File: src/rtl/cops_pkg.sv
// Package for the clamped one-pole parameter smoother: widths, codes and item types.
`default_nettype none

package cops_pkg;

  // Level width (signed fixed point) and coefficient fraction bits.
  localparam int ValueWidth   = 32;
  localparam int CoefFracBits = 16;
  localparam int CoefWidth    = CoefFracBits + 1;

  // Configuration data carries the wider of a level and a coefficient.
  localparam int CfgDataWidth = (ValueWidth > CoefFracBits) ? ValueWidth : CoefWidth;
  localparam int CfgIdxWidth  = 2;

  // Full-scale coefficient (1.0).
  localparam logic [CoefWidth-1:0] CoefOne = CoefWidth'(1) << CoefFracBits;

  // Item operation codes.
  typedef enum logic [1:0] {
    OP_STEP       = 2'd0,
    OP_SET_TARGET = 2'd1,
    OP_RESET      = 2'd2
  } op_e;

  // Configuration register indexes.
  typedef enum logic [CfgIdxWidth-1:0] {
    CFG_ALPHA      = 2'd0,
    CFG_RANGE_LOW  = 2'd1,
    CFG_RANGE_HIGH = 2'd2
  } cfg_reg_e;

  // Input item.
  typedef struct packed {
    logic [1:0]                   op;
    logic signed [ValueWidth-1:0] operand_value;
  } cops_in_t;

  // Result item.
  typedef struct packed {
    logic signed [ValueWidth-1:0] smoothed_value;
    logic                         bypassed;
  } cops_out_t;

  // Configuration as seen by the datapath: ordered bounds and coefficient.
  typedef struct packed {
    logic [CoefFracBits-1:0]      alpha_frac;
    logic                         full_scale;
    logic signed [ValueWidth-1:0] bound_lo;
    logic signed [ValueWidth-1:0] bound_hi;
  } cops_cfg_t;

endpackage

`default_nettype wire

File: src/rtl/cops_cfg_regs.sv
// Configuration registers of the smoother, with bound ordering and full-scale detect.
`default_nettype none

module cops_cfg_regs (
  input  wire logic                                 clk_i,
  input  wire logic                                 rst_ni,
  input  wire logic                                 cfg_valid_i,
  output logic                                      cfg_ready_o,
  input  wire logic [cops_pkg::CfgIdxWidth-1:0]     cfg_index_i,
  input  wire logic [cops_pkg::CfgDataWidth-1:0]    cfg_data_i,
  output cops_pkg::cops_cfg_t                       cfg_o
);

  localparam int W  = cops_pkg::ValueWidth;
  localparam int F  = cops_pkg::CoefFracBits;
  localparam int CW = cops_pkg::CoefWidth;

  logic [CW-1:0]       alpha_q;
  logic signed [W-1:0] low_q;
  logic signed [W-1:0] high_q;
  logic                swap;

  // Writes are always taken.
  assign cfg_ready_o = 1'b1;

  // Register file with reset to full-scale coefficient and full range.
  always_ff @(posedge clk_i or negedge rst_ni) begin
    if (!rst_ni) begin
      alpha_q <= cops_pkg::CoefOne;
      low_q   <= {1'b1, {(W-1){1'b0}}};
      high_q  <= {1'b0, {(W-1){1'b1}}};
    end else if (cfg_valid_i) begin
      unique case (cops_pkg::cfg_reg_e'(cfg_index_i))
        cops_pkg::CFG_ALPHA:      alpha_q <= cfg_data_i[CW-1:0];
        cops_pkg::CFG_RANGE_LOW:  low_q   <= cfg_data_i[W-1:0];
        cops_pkg::CFG_RANGE_HIGH: high_q  <= cfg_data_i[W-1:0];
        default: ;
      endcase
    end
  end

  // Put the bounds in order; a coefficient at or above 1.0 bypasses smoothing.
  assign swap               = low_q > high_q;
  assign cfg_o.bound_lo     = swap ? high_q : low_q;
  assign cfg_o.bound_hi     = swap ? low_q : high_q;
  assign cfg_o.full_scale   = alpha_q >= cops_pkg::CoefOne;
  assign cfg_o.alpha_frac   = alpha_q[F-1:0];

endmodule

`default_nettype wire

File: config.mk
export PLATFORM = sky130hd
export DESIGN_NAME = cops_cfg_regs
export DESIGN_NICKNAME = d
export VERILOG_FILES = /design/src/rtl/cops_pkg.sv /design/src/rtl/cops_cfg_regs.sv
export SDC_FILE = /design/constraint.sdc
export NUM_CORES = 1
export LEC_CHECK = 0
export BUFFER_PORTS_ARGS = -buffer_cell sky130_fd_sc_hd__buf_2
export CAP_MARGIN = 20
export CORE_MARGIN = 2
export CORE_UTILIZATION = 54
export DETAILED_ROUTE_END_ITERATION = 16
export PLACE_DENSITY = 0.87
export SYNTH_ARGS = -nofsm -noshare
export SYNTH_HDL_FRONTEND = slang
export SYNTH_SLANG_ARGS = --single-unit
File: constraint.sdc
create_clock -name clk_i -period 3.79 [get_ports clk_i]
set_clock_uncertainty 0.15 [all_clocks]
set_input_delay 0.5685 -clock clk_i [delete_from_list [all_inputs] [get_ports clk_i]]
set_output_delay 0.5685 -clock clk_i [all_outputs]
set_load 0.005 [all_outputs]
; ---- Word-level counts from Yosys, hierarchy flattened
; Cells that the tools add are included.
[totals]
regBits = 81
input_bits = 37
out_inout_bits = 82
word_cells = 13
[op_classes]
order_cmp = 2
n_eq_ne = 2
muxes = 2
reduce_logical = 4
[ops]
columns = operator, n
row1 = $mux W32, 2
row2 = $gt A32 B32 Y1, 1
row3 = $ge A17 B17 Y1 const B, 1
row4 = $reduce_and A2 Y1, 3
row5 = $eq A2 B1 Y1 const B, 1
row6 = $eq A2 B2 Y1 const B, 1
row7 = $logic_not A2 Y1, 1

; ---- Longest topological paths before layout
; Gate-level depths: netlist of run 1.
[logic_depth]
depth_word = 2
ltp_mapped = 10
mapped_depth_nobuf = 9

; ---- Worst setup path before layout of run 1
; Ideal clock, no wire load.
[synth_timing]
kind = flip-flop to output port
startpoint = reg high_q[17]
endpoint = out cfg_o[10] (netlist name)
arrival_time_ns = 2.754
slack_ns = 0.318
path_stages_with_launch = 10
path_buffers = 1
path_cell_list = dfstp_2 -> inv_1 -> ha_1 -> a21oi_1 -> o21ai_0 -> a2111oi_4 -> nor2_1 -> a311oi_4 -> buf_6 -> mux2_2
[synth_rtl]
columns = element, line
row1 = start: declaration, cops_cfg_regs.sv:20  ; logic signed [W-1:0] high_q;
row2 = start signal: assignment, cops_cfg_regs.sv:31  ; high_q <= {1'b0, {(W-1){1'b1}}};
row3 = start signal: assignment, cops_cfg_regs.sv:36  ; cops_pkg::CFG_RANGE_HIGH: high_q <= cfg_data_i[W-1:0];
row4 = end: declaration, cops_cfg_regs.sv:11  ; output cops_pkg::cops_cfg_t cfg_o

==> results of run 1 <==
==> power groups by stage <==
stage / clock network [W] / logic, W / registers, W
after CTS: 0.000643 / 0.00203 / 0.00123
after global routing: 0.000685 / 0.00264 / 0.00127
after floorplan: 0 / 0.00105 / 0.00119
after detailed placement: 0 / 0.00146 / 0.00124
after global placement: 0 / 0.00142 / 0.00122
final: 0.000631 / 0.00248 / 0.00125
==> critical path, stage by stage, from the launching register on <==
cell and delay (ns):
dfstp_2 0.57, inv_2 0.05, ha_4 0.26, nand4_1 0.19, nor3_4 0.28, buf_6 0.13, a2111oi_4 0.07, buf_4 0.17
a311oi_4 0.33, buf_6 0.22, buf_12 0.15, mux2_2 0.35, buf_2 0.13
==> final cells by class <==
| type | instances | area, um2 |
|---|---|---|
| inverters | 33 | 124 |
| fillers | 548 | 2150 |
| clock inverters | 6 | 68.8 |
| flip-flops and latches | 81 | 2070 |
| multi-input cells | 231 | 2700 |
| repair buffers | 139 | 1310 |
| well taps | 108 | 135 |
| clock buffers | 10 | 128 |
==> through the flow <==
stage	area [um2]	instances	setup WS [ns]
floorplan	4820	376	0.318
global placement	5380	576	0.118
detailed placement	5380	576	0.0884
CTS	6060	601	-0.159
global route	6530	608	-0.322
finish	6530	608	-0.196
==> cells in the final DEF, fill, tap and decap left out, drive strengths merged, types with 3 or more instances in the layout <==
master,n
a21o,3
a21oi,13
buf,135
clkbuf,13
clkinvlp,4
dfrtp,48
dfstp,33
ha,32
inv,33
mux2,145
nand2,6
nand3,4
nand4,7
nor2,4
==> path summary, 6_finish.rpt <==
path,cells after the start,endpoint,slack [ns]
worst max-delay path,12,cfg_o[4],-0.20
worst min-delay path,2,low_q[19],0.31
worst max register to register,2,high_q[1],2.76
worst min register to register,1,alpha_q[7],0.36
max in group asynchronous,3,high_q[17],2.33
min in group asynchronous,2,alpha_q[6],0.50
==> repair_timing <==
item,CTS,global route
setup endpoints to repair,64,64
resized for setup,71,68
endpoints found under the hold margin,0,13
pin swaps,5,4
gates cloned,4,3
hold buffers,0,1
setup buffers,5,2
==> kinds of logic (layout without fill, tap and decap cells) <==
group,count (synthesis),after routing
muxes,145,145
DFF,81,81
adders and majority gates,32,32
and+or+nand+nor,29,29
buffers and inverters,64,188
AOI/OAI and AO/OA,24,24
other,1,1
==> sequential cells by signal, summed over array words and instances, names as in the netlist <==
| signal | count |
|---|---|
| low_q | 32 |
| high_q | 32 |
| alpha_q | 17 |
==> metal layers <==
metal	routed length [um]	vias up	part of all wire (%)	global-route usage, %
met3	583	13	5.0	4.11
met1	4920	1702	42	30.3
met5	0	-	0	0
li1	-	1561	-	-
met2	6120	100	52	39.2
met4	129	0	1.1	9.17
==> reports/qor.yml, run 1 <==
grt_pass1_vias: 3594
core_um2: 8680
violations: "negative setup slack"
tightest_slew_ns: 0.954
synth-seq-area-share_pct: 42.9
yosysTopAreaCell: "mux2_2"
htreeDepth: 3
ys.warnings.count: 0
finalHoldViolations: 0
required_ns: 3.07
worstHoldPathType: "input pin to flip-flop"
max_freq_mhz: 251
holdCritStartpoint: "cfg_data_i[19]"
rsz0062_at_grt: "true"
pin_count: 119
finalPower_w: 0.00436
crit_start: "high_q[25]"
synth_top_area_share_pct: 29.9
synth.distinct_cells: 33
clkPwrFrac_pct: 14.5
drt_iter0_drc: 81
synthAdderAreaFrac_pct: 8.31
clock-root-buffer: "clkbuf_8"
synth_cells: 376
grt_pass1_wl_um: 17900
arrival_ns: 3.27
nets: 564
swShare_pct: 31.9
maxSlewHeadroom_pct: 36.2
finalWorstSetupSlack_ns: -0.196
grt_max_degree: 82
cts_buffer_depth: 2
grt-ovfl-total: 0
ys_async_sr_fraction_pct: 100
period_share_pct: 105
synth_common_cells: "mux2_2 (128), dfrtp_1 (48), dfstp_2 (33), inv_1 (33), ha_1 (32)"
combPwrFrac_pct: 57.0
synth_edf_count: 0
ant_nets: 0
synth_top_cells_by_area: "mux2_2 (30%), dfrtp_1 (25%), dfstp_2 (18%), ha_1 (8.3%), mux2_1 (4.0%)"
io_buffer_count: 117
cts_made_buffers: 9
synth_nets: 445
intPower_w: 0.00297
critPathLaunchType: "flip-flop"
synth_mux_area_share_pct: 33.9
synth_simple_gate_area_share_pct: 3.74
dieArea_um2: 9700
vdd_drop_max_uv: 358
placementRows: 34
final_util_pct: 75.2
path_class: "flip-flop to output port"
status: "complete, but fails checks"
gp_congestion: 0.746
clkLatencyLatePin_ns: 0.35
power.leakage_nw: 3.19
drc_errors: 0
synth-seq-cells: 81
synth_compound_area_share_pct: 3.87
fin_setup_tns_ns: -9.59
end_kind: "output port"
cts_sinks: 81
grt_use_total_pct: 23.4
area_growth_pct: 35.4
max-cap-violations: 0
finalMaxSlewViolations: 0
cts.clk_slew.worst_paths_ns: 0.08
crit-reg2reg-launch: "high_q[1]"
cp_max_fo: 9
die_w_um: 98.5
ys.flop_type: "dfrtp_1"
synth_xor_xnor_area_share_pct: 0
first_pass_iters: 4
drive_above_1_share_pct: 69.4
wl_um: 11800
p_seq_share_pct: 28.6
setup_viol: 64
viasPerCell: 5.55
hpwlAfterDp_um: 6930
powerDensity_nw_per_um2: 668
cts_tree: "built"
initial_core_util_pct: 55.6
period_needed_ns: 3.99
die_y_um: 98.5
syn_avg_cell_area_um2: 12.8
yosysMostFrequentCell: "mux2_2"
vias: 3376
post_drt_wl_per_cell_um: 19.3
diodes: 0
hold_slack_ns: 0.309
antenna_found_initial: 0
switchingPower_w: 0.00139
syn_area_um2: 4820
synth_top_family_by_area: "multiplexers"
No activity file was read; power rests on OpenSTA's default activity.
==> inputs of run 2 (changes only) <==
- CORE_UTILIZATION: 54 -> 55
- PLACE_DENSITY: 0.87 -> 0.88
- clock period: 3.79 -> 4.8 ns (I/O delays scaled with it)
==> run 2 against run 1 <==
Against the previous run:
- flip-flop and latch count unchanged
- worst hold slack got worse by 0.13 ns
- first-iteration DRC count down 56%
- sequential share of layout area rose by 5.3 points
- cell count is 2.6% lower
- die area down 1.7%
- the run now ends clean
- via count down 4.9%
- register-to-register slack better by 1.1 ns
- cell area is 14% lower
- core utilization decreased by 10 points
- non-clock buffer count shrank 16
==> reports/qor.yml, run 2 (synthesized netlist as in run 1, its figures left out) <==
status: "finished, final reports clean"
grt_use_total_pct: 20.6
antenna_found_initial: 0
maxSlewHeadroom_pct: 59.8
gp_congestion: 0.726
r2r-end: "low_q[24]"
wl_um: 9900
cts_resized: 0
io_buffer_count: 117
drc_errors: 0
r2r_cells: 1
cts_buffer_depth: 2
max-cap-violations: 0
hpwlAfterDp_um: 6960
tightest_slew_ns: 0.603
clkLatencyLatePin_ns: 0.34
power.leakage_nw: 2.66
cts_setup_buffers: 0
worstHoldPathType: "input pin to async pin"
core_um2: 8590
rsz0062_at_grt: "false"
final_cell_area_um2: 5590
final_cell_mix: "mux2_2 (128), buf_2 (116), dfrtp_1 (48)"
cts_sinks: 81
grt-ovfl-total: 0
cp_num_cells: 11
end_kind: "output port"
die_y_um: 97.6
die_w_um: 97.6
crit_start: "high_q[27]"
diodes: 0
vias: 3212
fill_cells: 680
endpoint: "cfg_o[49]"
vdd_drop_max_uv: 236
powerDensity_nw_per_um2: 469
cts_tree: "built"
drt_iter0_drc: 36
layout.cells.non_filler: 592
clock-root-buffer: "clkbuf_8"
post_drt_wl_per_cell_um: 16.7
initial_core_util_pct: 56.1
dieArea_um2: 9530
required_ns: 3.93
area_growth_pct: 15.9
nets: 548
placementRows: 34
ctsHoldBuffers: 0
cpPeakStageDelay_ns: 0.56
first_pass_iters: 6
arrival_ns: 3.57
grt_max_degree: 82
reg_top3: "high_q x32, low_q x32, alpha_q x17"
grt_pass1_vias: 3314
finalMaxSlewViolations: 0
finalWorstSetupSlack_ns: 0.355
dpl-instance-area_um2: 5360
cts.clk_slew.worst_paths_ns: 0.09
max_freq_mhz: 225
period_needed_ns: 4.44
cp_max_fo: 46
crit-reg2reg-launch: "low_q[24]"
fin_setup_tns_ns: 0
setup_viol: 0
final_common_cell: "mux2_2"
ant_nets: 0
rrSetupSlack_ns: 3.83
dp.cells: 575
critPathLaunchType: "flip-flop"
path_class: "flip-flop to output port"
drive_above_1_share_pct: 63.0
dpl_worst_slack_ns: 0.705
cts_made_buffers: 9
pin_count: 119
viasPerCell: 5.43
crit_family: "simple AND/OR/NAND/NOR gates"
grt_pass1_wl_um: 15900
worstPathCellList: "inv_1, ha_1, nand4_1, nor3_4, nand2_2, nor3_2, nor2_1, a311oi_4, buf_4, mux2_2, buf_2"
critical_path_buf_inv_count: 3
finalHoldViolations: 0
period_share_pct: 92.6
htreeDepth: 3
slowest_stage: "dfstp_2"
run 2: worst min path at each step:
stage | startpoint | end | depth (start not counted)
after floorplan | rst_ni | alpha_q[0] | 0
after global placement | alpha_q[6] | alpha_q[6] | 1
after detailed placement | alpha_q[1] | alpha_q[1] | 1
after CTS | alpha_q[4] | alpha_q[4] | 1
after global routing | rst_ni | low_q[6] | 1
final | rst_ni | low_q[6] | 1
run 2: power breakdown:
| part | leakage (nW) | switching, W | internal, W |
|---|---|---|---|
| logic | 1.65 | 0.000501 | 0.000641 |
| clock network | 0.0888 | 0.000250 | 0.000255 |
| registers | 0.915 | 0.000118 | 0.000853 |
| total | 2.66 | 0.000869 | 0.00175 |
run 2: area by class of cell:
class	count	area (um2)	area share [%]
Multi-Input combinational cell	231	2410	43.1
Sequential cell	81	2070	37.0
Timing Repair Buffer	123	653	11.7
Clock buffer	12	145	2.60
Tap cell	108	135	2.42
Inverter	33	124	2.22
Clock inverter	4	52.6	0.941
run 2: metrics by stage:
step	hold WS (ns)	utilization [%]	power [W]
after floorplan	0.274	-	0.00177
after global placement	0.334	62.4	0.00207
after detailed placement	0.341	62.4	0.00212
after CTS	0.359	64.7	0.00264
after global routing	0.185	65.0	0.00280
final	0.176	65.0	0.00262
run 2: routing by layer:
metal	GRT usage (%)	routed length, um	up-vias
met5	0	0	-
met4	5.45	86	0
met3	3.60	421	9
met2	37.2	5160	79
met1	25.5	4230	1602
li1	-	-	1522
